[src/hw/rtl/rtp_header_extension_parser_top_assert.svh]
// ----------------------------------------------------------------------------
// RTP header extension parser - assertion macros
// Shared forms for the concurrent checks of the parser blocks.
// ----------------------------------------------------------------------------
`ifndef RTP_HEADER_EXTENSION_PARSER_TOP_ASSERT_SVH
`define RTP_HEADER_EXTENSION_PARSER_TOP_ASSERT_SVH

// Check cons in the same cycle as ante.
`define RHEP_ASSERT_NOW(label, clk, rst_n, ante, cons, msg) \
    label: assert property (@(posedge clk) disable iff (!rst_n) (ante) |-> (cons)) \
        else $error(msg);

// Check cons in the cycle after ante.
`define RHEP_ASSERT_NEXT(label, clk, rst_n, ante, cons, msg) \
    label: assert property (@(posedge clk) disable iff (!rst_n) (ante) |=> (cons)) \
        else $error(msg);

`endif

[src/hw/rtl/rhep_pkg.sv]
// ----------------------------------------------------------------------------
// rhep_pkg
// Types and constants shared by the RTP header extension parser.
// ----------------------------------------------------------------------------
package rhep_pkg;

    localparam int MAX_PACKET_BYTES_DEF = 65536;
    localparam int SUM_W                = 20;

    localparam logic [15:0] PROFILE_ONE_BYTE = 16'hBEDE;
    localparam logic [15:0] PROFILE_TWO_BYTE = 16'h1000;
    localparam logic [3:0]  LOW_NIBBLE_MASK  = 4'hF;
    localparam logic [7:0]  FIXED_HDR_BYTES  = 8'd12;

    localparam logic KIND_ELEMENT = 1'b0;
    localparam logic KIND_SUMMARY = 1'b1;

    typedef enum logic [7:0] {
        PH_FIXED   = 8'b0000_0001,
        PH_CSRC    = 8'b0000_0010,
        PH_EXTHDR  = 8'b0000_0100,
        PH_WALK    = 8'b0000_1000,
        PH_LEN2    = 8'b0001_0000,
        PH_VALUE   = 8'b0010_0000,
        PH_SKIP    = 8'b0100_0000,
        PH_PAYLOAD = 8'b1000_0000
    } t_phase;

    typedef struct packed {
        logic        kind;
        logic [7:0]  ext_id;
        logic [7:0]  ext_length;
        logic [15:0] ext_offset;
        logic [15:0] seq_number;
        logic [31:0] timestamp;
        logic [31:0] ssrc;
        logic [6:0]  payload_type;
        logic        marker;
        logic [15:0] payload_offset;
        logic [15:0] payload_size;
        logic        error;
    } t_result;

endpackage

[src/hw/rtl/rtp_header_extension_parser_top.sv]
// ----------------------------------------------------------------------------
// rtp_header_extension_parser_top
// RTP fixed header and header extension parser, one packet byte per item.
// ----------------------------------------------------------------------------
//  channel | direction | handshake          | payload
//  --------+-----------+--------------------+-----------------------------------
//  in      | sink      | i_valid / o_stall  | i_data_byte, i_last_byte
//  out     | source    | o_valid / i_stall  | o_kind .. o_error (element/summary)
//  cfg     | sink      | i_cfg_we           | i_cfg_data (prefix length)
//
//  One byte per cycle sustained unless the result stalls; a byte's result goes
//  from the input register through the parse logic into the result register.
//  Synchronous active-low reset clears the pipeline and all packet state.
//  A stalled result holds the result register; one more byte waits in the
//  input register, after which o_stall rises.
// ----------------------------------------------------------------------------
`include "rtp_header_extension_parser_top_assert.svh"

module rtp_header_extension_parser_top #(
    parameter int MAX_PACKET_BYTES = rhep_pkg::MAX_PACKET_BYTES_DEF
) (
    input  logic        i_clk,
    input  logic        i_rst_n,
    input  logic        i_cfg_we,
    input  logic [2:0]  i_cfg_data,
    input  logic        i_valid,
    output logic        o_stall,
    input  logic [7:0]  i_data_byte,
    input  logic        i_last_byte,
    output logic        o_valid,
    input  logic        i_stall,
    output logic        o_kind,
    output logic [7:0]  o_ext_id,
    output logic [7:0]  o_ext_length,
    output logic [15:0] o_ext_offset,
    output logic [15:0] o_seq_number,
    output logic [31:0] o_timestamp,
    output logic [31:0] o_ssrc,
    output logic [6:0]  o_payload_type,
    output logic        o_marker,
    output logic [15:0] o_payload_offset,
    output logic [15:0] o_payload_size,
    output logic        o_error
);

    logic              advance;
    logic              fire;
    logic              in_vld;
    logic [7:0]        in_byte;
    logic              in_last;
    logic              has_res;
    rhep_pkg::t_result res;
    rhep_pkg::t_result out_res;

    assign advance = !o_valid || !i_stall;
    assign fire    = in_vld && advance;

    rhep_in_stage u_in (
        .i_clk       (i_clk),
        .i_rst_n     (i_rst_n),
        .i_valid     (i_valid),
        .o_stall     (o_stall),
        .i_data_byte (i_data_byte),
        .i_last_byte (i_last_byte),
        .i_advance   (advance),
        .o_vld       (in_vld),
        .o_data_byte (in_byte),
        .o_last_byte (in_last)
    );

    rhep_parser #(
        .MAX_PACKET_BYTES (MAX_PACKET_BYTES)
    ) u_parser (
        .i_clk      (i_clk),
        .i_rst_n    (i_rst_n),
        .i_cfg_we   (i_cfg_we),
        .i_cfg_data (i_cfg_data),
        .i_fire     (fire),
        .i_byte     (in_byte),
        .i_last     (in_last),
        .o_has_res  (has_res),
        .o_res      (res)
    );

    rhep_out_stage u_out (
        .i_clk     (i_clk),
        .i_rst_n   (i_rst_n),
        .i_advance (advance),
        .i_load    (fire && has_res),
        .i_res     (res),
        .o_valid   (o_valid),
        .o_res     (out_res)
    );

    assign o_kind           = out_res.kind;
    assign o_ext_id         = out_res.ext_id;
    assign o_ext_length     = out_res.ext_length;
    assign o_ext_offset     = out_res.ext_offset;
    assign o_seq_number     = out_res.seq_number;
    assign o_timestamp      = out_res.timestamp;
    assign o_ssrc           = out_res.ssrc;
    assign o_payload_type   = out_res.payload_type;
    assign o_marker         = out_res.marker;
    assign o_payload_offset = out_res.payload_offset;
    assign o_payload_size   = out_res.payload_size;
    assign o_error          = out_res.error;

    `RHEP_ASSERT_NOW(a_summary_no_ext, i_clk, i_rst_n, o_valid && o_kind == rhep_pkg::KIND_SUMMARY, o_ext_id == 8'd0 && o_ext_length == 8'd0 && o_ext_offset == 16'd0, "summary item carries element fields")
    `RHEP_ASSERT_NOW(a_element_no_sum, i_clk, i_rst_n, o_valid && o_kind == rhep_pkg::KIND_ELEMENT, !o_error && o_payload_size == 16'd0 && o_ssrc == 32'd0, "element item carries summary fields")
    `RHEP_ASSERT_NOW(a_error_size, i_clk, i_rst_n, o_valid && o_error, o_payload_size == 16'd0, "error summary with nonzero payload size")

endmodule

[src/hw/rtl/rhep_in_stage.sv]
// ----------------------------------------------------------------------------
// rhep_in_stage
// Input register: holds one packet byte until the parser takes it.
// ----------------------------------------------------------------------------
module rhep_in_stage (
    input  logic       i_clk,
    input  logic       i_rst_n,
    input  logic       i_valid,
    output logic       o_stall,
    input  logic [7:0] i_data_byte,
    input  logic       i_last_byte,
    input  logic       i_advance,
    output logic       o_vld,
    output logic [7:0] o_data_byte,
    output logic       o_last_byte
);

    logic       r_vld;
    logic [7:0] r_byte;
    logic       r_last;
    logic       load;

    assign o_stall = r_vld && !i_advance;
    assign load    = !r_vld || i_advance;

    always_ff @(posedge i_clk) begin
        if (!i_rst_n) begin
            r_vld <= 1'b0;
        end else if (load) begin
            r_vld <= i_valid;
        end
    end

    always_ff @(posedge i_clk) begin
        if (load && i_valid) begin
            r_byte <= i_data_byte;
            r_last <= i_last_byte;
        end
    end

    assign o_vld       = r_vld;
    assign o_data_byte = r_byte;
    assign o_last_byte = r_last;

endmodule

[src/hw/rtl/rhep_parser.sv]
// ----------------------------------------------------------------------------
// rhep_parser
// Per-packet parse state and the one-pass logic for each byte.
// ----------------------------------------------------------------------------
`include "rtp_header_extension_parser_top_assert.svh"

module rhep_parser #(
    parameter int MAX_PACKET_BYTES = rhep_pkg::MAX_PACKET_BYTES_DEF
) (
    input  logic              i_clk,
    input  logic              i_rst_n,
    input  logic              i_cfg_we,
    input  logic [2:0]        i_cfg_data,
    input  logic              i_fire,
    input  logic [7:0]        i_byte,
    input  logic              i_last,
    output logic              o_has_res,
    output rhep_pkg::t_result o_res
);

    localparam int POS_W = $clog2(MAX_PACKET_BYTES + 1);
    localparam int SW    = rhep_pkg::SUM_W;

    logic [2:0]       r_prefix;
    logic [POS_W-1:0] r_pos,  n_pos;
    rhep_pkg::t_phase r_phase, n_phase;
    logic [63:0]      r_hdr0, n_hdr0;
    logic [47:0]      r_hdr1, n_hdr1;
    logic             r_pad_f, n_pad_f;
    logic             r_ext_f, n_ext_f;
    logic             r_ovf,  n_ovf;
    logic [3:0]       r_cc,   n_cc;
    logic [15:0]      r_prof, n_prof;
    logic [17:0]      r_blk,  n_blk;
    logic [7:0]       r_rem,  n_rem;
    logic [7:0]       r_pend, n_pend;

    logic [POS_W-1:0] rr;
    logic [POS_W:0]   vo;
    logic             hit;
    logic             in_block;
    logic             enter_ext;
    logic [7:0]       eid;
    logic [7:0]       elen;
    logic [7:0]       rem_dec;
    logic [7:0]       rem_inc;
    logic [17:0]      blk_dec;
    logic [17:0]      blk_new;
    logic [18:0]      off;
    logic [7:0]       pad;
    logic [SW-1:0]    rtp;
    logic [SW-1:0]    need;
    logic             err;

    assign rr      = r_pos - POS_W'(r_prefix);
    assign vo      = {1'b0, rr} + (POS_W+1)'(1);
    assign rem_dec = (r_rem != 8'd0) ? r_rem - 8'd1 : 8'd0;
    assign rem_inc = r_rem + 8'd1;
    assign blk_dec = (r_blk != 18'd0) ? r_blk - 18'd1 : 18'd0;

    always_comb begin
        n_pos     = r_pos;
        n_phase   = r_phase;
        n_hdr0    = r_hdr0;
        n_hdr1    = r_hdr1;
        n_pad_f   = r_pad_f;
        n_ext_f   = r_ext_f;
        n_ovf     = r_ovf;
        n_cc      = r_cc;
        n_prof    = r_prof;
        n_blk     = r_blk;
        n_rem     = r_rem;
        n_pend    = r_pend;
        hit       = 1'b0;
        in_block  = 1'b0;
        enter_ext = 1'b0;
        eid       = 8'd0;
        elen      = 8'd0;
        blk_new   = 18'd0;

        if (r_pos >= POS_W'(MAX_PACKET_BYTES)) begin
            n_ovf = 1'b1;
        end else begin
            if (r_pos >= POS_W'(r_prefix)) begin
                unique case (r_phase)
                    rhep_pkg::PH_FIXED: begin
                        if (rr < POS_W'(8)) begin
                            n_hdr0 = r_hdr0 | (64'(i_byte) << {3'd7 - rr[2:0], 3'b000});
                        end else if (rr < POS_W'(12)) begin
                            n_hdr1 = r_hdr1 | (48'(i_byte) << {2'd3 - rr[1:0], 3'b000});
                        end
                        if (rr == '0) begin
                            n_pad_f = i_byte[5];
                            n_ext_f = i_byte[4];
                            n_cc    = i_byte[3:0];
                        end
                        if (rr >= POS_W'(11)) begin
                            if (r_cc != 4'd0) begin
                                n_phase = rhep_pkg::PH_CSRC;
                                n_rem   = {2'b00, r_cc, 2'b00};
                            end else begin
                                enter_ext = 1'b1;
                            end
                        end
                    end
                    rhep_pkg::PH_CSRC: begin
                        n_rem = rem_dec;
                        if (rem_dec == 8'd0) begin
                            enter_ext = 1'b1;
                        end
                    end
                    rhep_pkg::PH_EXTHDR: begin
                        case (r_rem)
                            8'd0:    n_prof = {i_byte, 8'h00};
                            8'd1:    n_prof = r_prof | 16'(i_byte);
                            8'd2:    n_hdr1 = r_hdr1 | (48'(i_byte) << 40);
                            default: n_hdr1 = r_hdr1 | (48'(i_byte) << 32);
                        endcase
                        n_rem = rem_inc;
                        if (rem_inc >= 8'd4) begin
                            n_rem   = 8'd0;
                            blk_new = {n_hdr1[47:32], 2'b00};
                            n_blk   = blk_new;
                            if (blk_new == 18'd0) begin
                                n_phase = rhep_pkg::PH_PAYLOAD;
                            end else if (n_prof == rhep_pkg::PROFILE_ONE_BYTE ||
                                         n_prof == rhep_pkg::PROFILE_TWO_BYTE) begin
                                n_phase = rhep_pkg::PH_WALK;
                            end else begin
                                n_phase = rhep_pkg::PH_SKIP;
                            end
                        end
                    end
                    rhep_pkg::PH_WALK: begin
                        in_block = 1'b1;
                        if (i_byte != 8'd0) begin
                            if (r_prof == rhep_pkg::PROFILE_ONE_BYTE) begin
                                eid     = {4'd0, i_byte[7:4]};
                                elen    = {4'd0, i_byte[3:0] & rhep_pkg::LOW_NIBBLE_MASK}
                                          + 8'd1;
                                hit     = 1'b1;
                                n_rem   = elen;
                                n_phase = rhep_pkg::PH_VALUE;
                            end else begin
                                n_pend  = i_byte;
                                n_phase = rhep_pkg::PH_LEN2;
                            end
                        end
                    end
                    rhep_pkg::PH_LEN2: begin
                        in_block = 1'b1;
                        eid      = r_pend;
                        elen     = i_byte;
                        hit      = 1'b1;
                        n_rem    = i_byte;
                        n_phase  = (i_byte != 8'd0) ? rhep_pkg::PH_VALUE : rhep_pkg::PH_WALK;
                    end
                    rhep_pkg::PH_VALUE: begin
                        in_block = 1'b1;
                        n_rem    = rem_dec;
                        if (rem_dec == 8'd0) begin
                            n_phase = rhep_pkg::PH_WALK;
                        end
                    end
                    rhep_pkg::PH_SKIP: begin
                        in_block = 1'b1;
                    end
                    default: begin
                    end
                endcase

                if (enter_ext) begin
                    if (r_ext_f) begin
                        n_phase = rhep_pkg::PH_EXTHDR;
                        n_rem   = 8'd0;
                    end else begin
                        n_phase = rhep_pkg::PH_PAYLOAD;
                    end
                end

                if (in_block) begin
                    n_blk = blk_dec;
                    if (blk_dec == 18'd0) begin
                        n_phase = rhep_pkg::PH_PAYLOAD;
                    end
                end
            end
            n_pos = r_pos + POS_W'(1);
        end

        off = 19'({n_cc, 2'b00});
        if (n_ext_f) begin
            off = off + 19'd4 + 19'({n_hdr1[47:32], 2'b00});
        end
        pad  = n_pad_f ? i_byte : 8'd0;
        rtp  = SW'(n_pos) - SW'(r_prefix);
        need = SW'(rhep_pkg::FIXED_HDR_BYTES) + SW'(off) + SW'(pad);
        err  = n_ovf;
        if (n_pos < POS_W'(r_prefix)) begin
            err = 1'b1;
        end else if (rtp < need) begin
            err = 1'b1;
        end

        o_res     = '0;
        o_has_res = 1'b0;
        if (i_last) begin
            o_has_res            = 1'b1;
            o_res.kind           = rhep_pkg::KIND_SUMMARY;
            o_res.seq_number     = n_hdr0[47:32];
            o_res.timestamp      = n_hdr0[31:0];
            o_res.ssrc           = n_hdr1[31:0];
            o_res.payload_type   = n_hdr0[54:48];
            o_res.marker         = n_hdr0[55];
            o_res.payload_offset = (off[18:16] != 3'd0) ? 16'hFFFF : off[15:0];
            o_res.payload_size   = err ? 16'd0 : 16'(rtp - need);
            o_res.error          = err;

            n_pos   = '0;
            n_phase = rhep_pkg::PH_FIXED;
            n_hdr0  = '0;
            n_hdr1  = '0;
            n_pad_f = 1'b0;
            n_ext_f = 1'b0;
            n_ovf   = 1'b0;
            n_cc    = '0;
            n_prof  = '0;
            n_blk   = '0;
            n_rem   = '0;
            n_pend  = '0;
        end else if (hit) begin
            o_has_res        = 1'b1;
            o_res.kind       = rhep_pkg::KIND_ELEMENT;
            o_res.ext_id     = eid;
            o_res.ext_length = elen;
            o_res.ext_offset = ((vo >> 16) != '0) ? 16'hFFFF : 16'(vo);
        end
    end

    always_ff @(posedge i_clk) begin
        if (!i_rst_n) begin
            r_prefix <= '0;
            r_pos    <= '0;
            r_phase  <= rhep_pkg::PH_FIXED;
            r_hdr0   <= '0;
            r_hdr1   <= '0;
            r_pad_f  <= 1'b0;
            r_ext_f  <= 1'b0;
            r_ovf    <= 1'b0;
            r_cc     <= '0;
            r_prof   <= '0;
            r_blk    <= '0;
            r_rem    <= '0;
            r_pend   <= '0;
        end else begin
            if (i_cfg_we) begin
                r_prefix <= i_cfg_data;
            end
            if (i_fire) begin
                r_pos   <= n_pos;
                r_phase <= n_phase;
                r_hdr0  <= n_hdr0;
                r_hdr1  <= n_hdr1;
                r_pad_f <= n_pad_f;
                r_ext_f <= n_ext_f;
                r_ovf   <= n_ovf;
                r_cc    <= n_cc;
                r_prof  <= n_prof;
                r_blk   <= n_blk;
                r_rem   <= n_rem;
                r_pend  <= n_pend;
            end
        end
    end

    `RHEP_ASSERT_NEXT(a_clear_after_last, i_clk, i_rst_n, i_fire && i_last, r_pos == '0 && r_phase == rhep_pkg::PH_FIXED && !r_ovf, "packet state not cleared after last byte")
    `RHEP_ASSERT_NOW(a_pos_bound, i_clk, i_rst_n, 1'b1, r_pos <= POS_W'(MAX_PACKET_BYTES), "byte position beyond packet limit")
    `RHEP_ASSERT_NOW(a_block_walk, i_clk, i_rst_n, r_phase == rhep_pkg::PH_WALK || r_phase == rhep_pkg::PH_SKIP, r_blk != 18'd0, "extension walk with empty block count")

endmodule

[src/hw/rtl/rhep_out_stage.sv]
// ----------------------------------------------------------------------------
// rhep_out_stage
// Result register: holds one result item until the sink takes it.
// ----------------------------------------------------------------------------
module rhep_out_stage (
    input  logic              i_clk,
    input  logic              i_rst_n,
    input  logic              i_advance,
    input  logic              i_load,
    input  rhep_pkg::t_result i_res,
    output logic              o_valid,
    output rhep_pkg::t_result o_res
);

    logic              r_vld;
    rhep_pkg::t_result r_res;

    always_ff @(posedge i_clk) begin
        if (!i_rst_n) begin
            r_vld <= 1'b0;
        end else if (i_advance) begin
            r_vld <= i_load;
        end
    end

    always_ff @(posedge i_clk) begin
        if (i_advance && i_load) begin
            r_res <= i_res;
        end
    end

    assign o_valid = r_vld;
    assign o_res   = r_res;

endmodule

[config.mk]
export PLATFORM = sky130hd
export DESIGN_NAME = rtp_header_extension_parser_top
export DESIGN_NICKNAME = d
export VERILOG_FILES = /design/src/hw/rtl/rhep_pkg.sv /design/src/hw/rtl/rtp_header_extension_parser_top.sv /design/src/hw/rtl/rhep_in_stage.sv /design/src/hw/rtl/rhep_parser.sv /design/src/hw/rtl/rhep_out_stage.sv
export VERILOG_INCLUDE_DIRS = /design/src /design/src/hw/rtl
export SDC_FILE = /design/constraint.sdc
export NUM_CORES = 1
export LEC_CHECK = 0
export BUFFER_PORTS_ARGS = -buffer_cell sky130_fd_sc_hd__buf_4
export CAP_MARGIN = 15
export CORE_AREA = 2 2 162 227
export DETAILED_ROUTE_END_ITERATION = 12
export DIE_AREA = 0 0 164 229
export GPL_TIMING_DRIVEN = 0
export PLACE_DENSITY = 0.88
export SYNTH_ARGS = -nofsm -noshare
export SYNTH_HDL_FRONTEND = slang
export SYNTH_HIERARCHICAL = 1
export SYNTH_SLANG_ARGS = --single-unit
[constraint.sdc]
create_clock -name i_clk -period 8.05 [get_ports i_clk]
set_input_delay 0 -clock i_clk [delete_from_list [all_inputs] [get_ports i_clk]]
set_output_delay 0 -clock i_clk [all_outputs]
set_load 0.01 [all_outputs]
==> results.json <==
{
  "status": "completed",
  "vias": 18600,
  "start_util": 0.543,
  "placementRows": 82,
  "start_kind": "register",
  "r2r_cells": 36,
  "min_path_type": "input pin to register",
  "endpoint": "u_out/o_res[16]$_DFFE_PP_",
  "ir_drop_uv": 181,
  "slowest_stage": "fa_1",
  "rsz0062_at_grt": "false",
  "cts_max_path_buffers": 3,
  "cts_tree": "yes",
  "max_freq_mhz": 130,
  "cp-startpoint": "u_parser/r_pos[0]$_SDFFE_PN0P_",
  "synth-async-reset-ratio": 0,
  "p_per_area_nw_per_um2": 181,
  "place.gp.congestion": 0.980,
  "synth-main-ff-cell": "dfxtp_1",
  "fin_area_um2": 22800,
  "dr.pass1.iters": 9,
  "grt_overflow_total": 0,
  "reg2reg_slack_ns": 0.34,
  "endpoint_kind": "register",
  "grt_pass1_vias": 17900,
  "tightest_slew_ns": 1.07,
  "die_h_um": 229,
  "setup_violations": 0,
  "synth-edff-count": 163,
  "numCtsBuffers": 35,
  "crit_type": "register to register",
  "syn2layout_area_growth_pct": 18.0,
  "path_clk_slew_ns": 0.06,
  "finish.utilization": 0.641,
  "relSlewSlack": 0.281,
  "final-instance-count-excl-fill": 2933,
  "p_leak_nw": 8.56,
  "synth_common_cells": "nor2_1, dfxtp_1, nand2_1",
  "drcViolationCount": 0,
  "timing.critical_path.buf_inv": 7,
  "reg2reg_from": "u_parser/r_pos[0]$_SDFFE_PN0P_",
  "worstReg2RegEnd": "u_out/o_res[16]$_DFFE_PP_",
  "synth_top_area_frac": 0.253,
  "drt_iter0_markers": 2078,
  "cp_top_family": "adder cells",
  "synth_area_leaders": "edfxtp_1, dfxtp_1, nor2_1",
  "synth_cell_type_count": 93,
  "ys_ff_latch": 354,
  "syn_area_um2": 19300,
  "n_fill_cell": 2864,
  "hpwl_um": 47600,
  "layout-drive-gt1-share": 0.123,
  "synth_nets": 2285,
  "clock-sinks": 354,
  "setup_tns_ns": 0,
  "synth_most_common_cell": "nor2_1",
  "place_area_um2": 21300,
  "htreeDepth": 2,
  "grt_pass1_wl_um": 98900,
  "yosysTopAreaCell": "edfxtp_1",
  "ioPinCount": 173,
  "dieArea_um2": 37600,
  "path_common_cell": "ha_1",
  "final_hold_viol_count": 0,
  "track_usage": 0.340,
  "arrival_ns": 7.98,
  "slowest_delay_ns": 0.47,
  "ant_nets": 0,
  "finalPower_mw": 4.13,
  "placed_cells": 2841,
  "ys.warnings.count": 6,
  "cts-root-buf": "clkbuf_16",
  "wirelength_um": 65200,
  "finClkSkew_ns": 0.0209,
  "yosysSeqAreaShare": 0.451,
  "core_um2": 35600,
  "clk_latency_ns": 0.55,
  "path_depth": 36,
  "via_per_inst": 6.35,
  "finalMaxSlewViolations": 0,
  "grt_start_max_net_pins": 81,
  "fin_crit_sh": 0.958,
  "period_minus_slack_ns": 7.71,
  "syn_inst": 2204,
  "chipWidth_um": 164,
  "final_nets": 2524,
  "avgSynthCellArea_um2": 8.77,
  "place_worst_setup_slack_ns": -1.17,
  "drv_cap": 0,
  "antenna_found_initial": 1,
  "whs_ns": 0.0420,
  "required_ns": 8.32,
  "fin_ws_ns": 0.341,
  "wl_per_cell_um": 22.2,
  "cp_max_fo": 8,
  "io_buffers": 172
}
## cell type report
class	instances	area (um^2)	area share
clock inverters	21	229	0.0100
well taps	462	578	0.0253
inverters	56	210	0.00922
diodes	1	2.50	0.000110
repair buffers	202	1610	0.0704
plain buffers	156	627	0.0275
flip-flops and latches	354	8720	0.382
clock buffers	43	956	0.0419
multi-input cells	1638	9880	0.433
## cell families (layout without fill, tap and decap cells)
group                    count (synthesis)  count (layout)  share of synthesized area
AND/OR/NAND/NOR                        914             914                      0.238
AO/OA/AOI/OAI                          549             549                      0.173
multiplexers                            16              16                    0.00855
flip-flops                             354             354                      0.451
adder cells (fa/ha/maj)                 64              64                     0.0434
other                                    1               2                   0.000194
XOR/XNOR                                94              94                     0.0426
buffers and inverters                  212             478                     0.0428
## what timing repair did
action                                  in CTS  in global routing
endpoints found under the hold margin       14                  0
endpoints found under the setup margin      17                 17
gates resized for setup                      6                 24
cloned                                       0                  0
pin swaps                                    2                  5
hold buffers                                19                  0
buffers inserted                             5                  3
## worst min path at each step
stage                              start                             to  slack [ns]  cells past startpoint
after floorplan           i_data_byte[0]  u_in/o_data_byte[0]$_DFFE_PP_         0.1                      0
after global placement    i_data_byte[7]  u_in/o_data_byte[7]$_DFFE_PP_        0.18                      1
after detailed placement  i_data_byte[0]  u_in/o_data_byte[0]$_DFFE_PP_        0.18                      1
after CTS                        i_stall     u_out/o_res[138]$_DFFE_PP_        0.03                      3
after global routing             i_stall     u_out/o_res[138]$_DFFE_PP_        0.06                      3
final                            i_stall     u_out/o_res[138]$_DFFE_PP_        0.04                      3
## per-layer routing
metal	global-route usage	routed length, um
met5	0	0
met4	0.225	4860
met3	0.0547	5450
met2	0.583	31800
met1	0.388	23100
## layout by cell type (no fill, tap or decap), drive strengths merged, types with 11 or more instances in the layout
master / netlist / final
ha: 59 / 59
a22oi: 41 / 41
dfxtp: 191 / 191
clkinv: 0 / 13
nor2: 304 / 304
a21oi: 144 / 144
nor3b: 12 / 12
inv: 56 / 58
and3: 28 / 28
nand2: 184 / 184
a21o: 17 / 17
clkbuf: 138 / 180
nor3: 59 / 59
and2: 88 / 88
nand4: 13 / 13
buf: 18 / 202
dlygate4sd3: 0 / 19
nor4: 29 / 29
nand2b: 17 / 17
o21a: 11 / 11
edfxtp: 163 / 163
mux2i: 12 / 12
or3: 12 / 12
o21ai: 145 / 145
nand3: 40 / 40
xor2: 38 / 38
a31oi: 92 / 92
xnor2: 56 / 56
nor2b: 78 / 78
o22ai: 17 / 17
## worst min-delay path, stage by stage
cell and delay (ns):
buf_4 0.09, nand2_2 0.08, and2_4 0.23
## where the power goes
| part | switching, mW | internal [mW] |
|---|---|---|
| Combinational | 0.350 | 0.177 |
| Sequential | 0.0148 | 1.90 |
| Clock | 0.734 | 0.956 |
| Total | 1.10 | 3.04 |
## state kept, by name, summed over array words and instances, names as in the netlist, 3 cells and up
name,cells
u_out/o_res,154
u_parser/r_prof,16
u_in/o_data_byte,8
u_parser/r_pos,17
u_parser/r_rem,8
u_parser/r_cc,4
u_parser/r_phase,8
u_parser/r_pend,8
u_parser/r_blk,18
u_parser/r_hdr1,48
u_parser/r_prefix,3
u_parser/r_hdr0,56
Note: power is estimated with default switching activity, not from simulation.
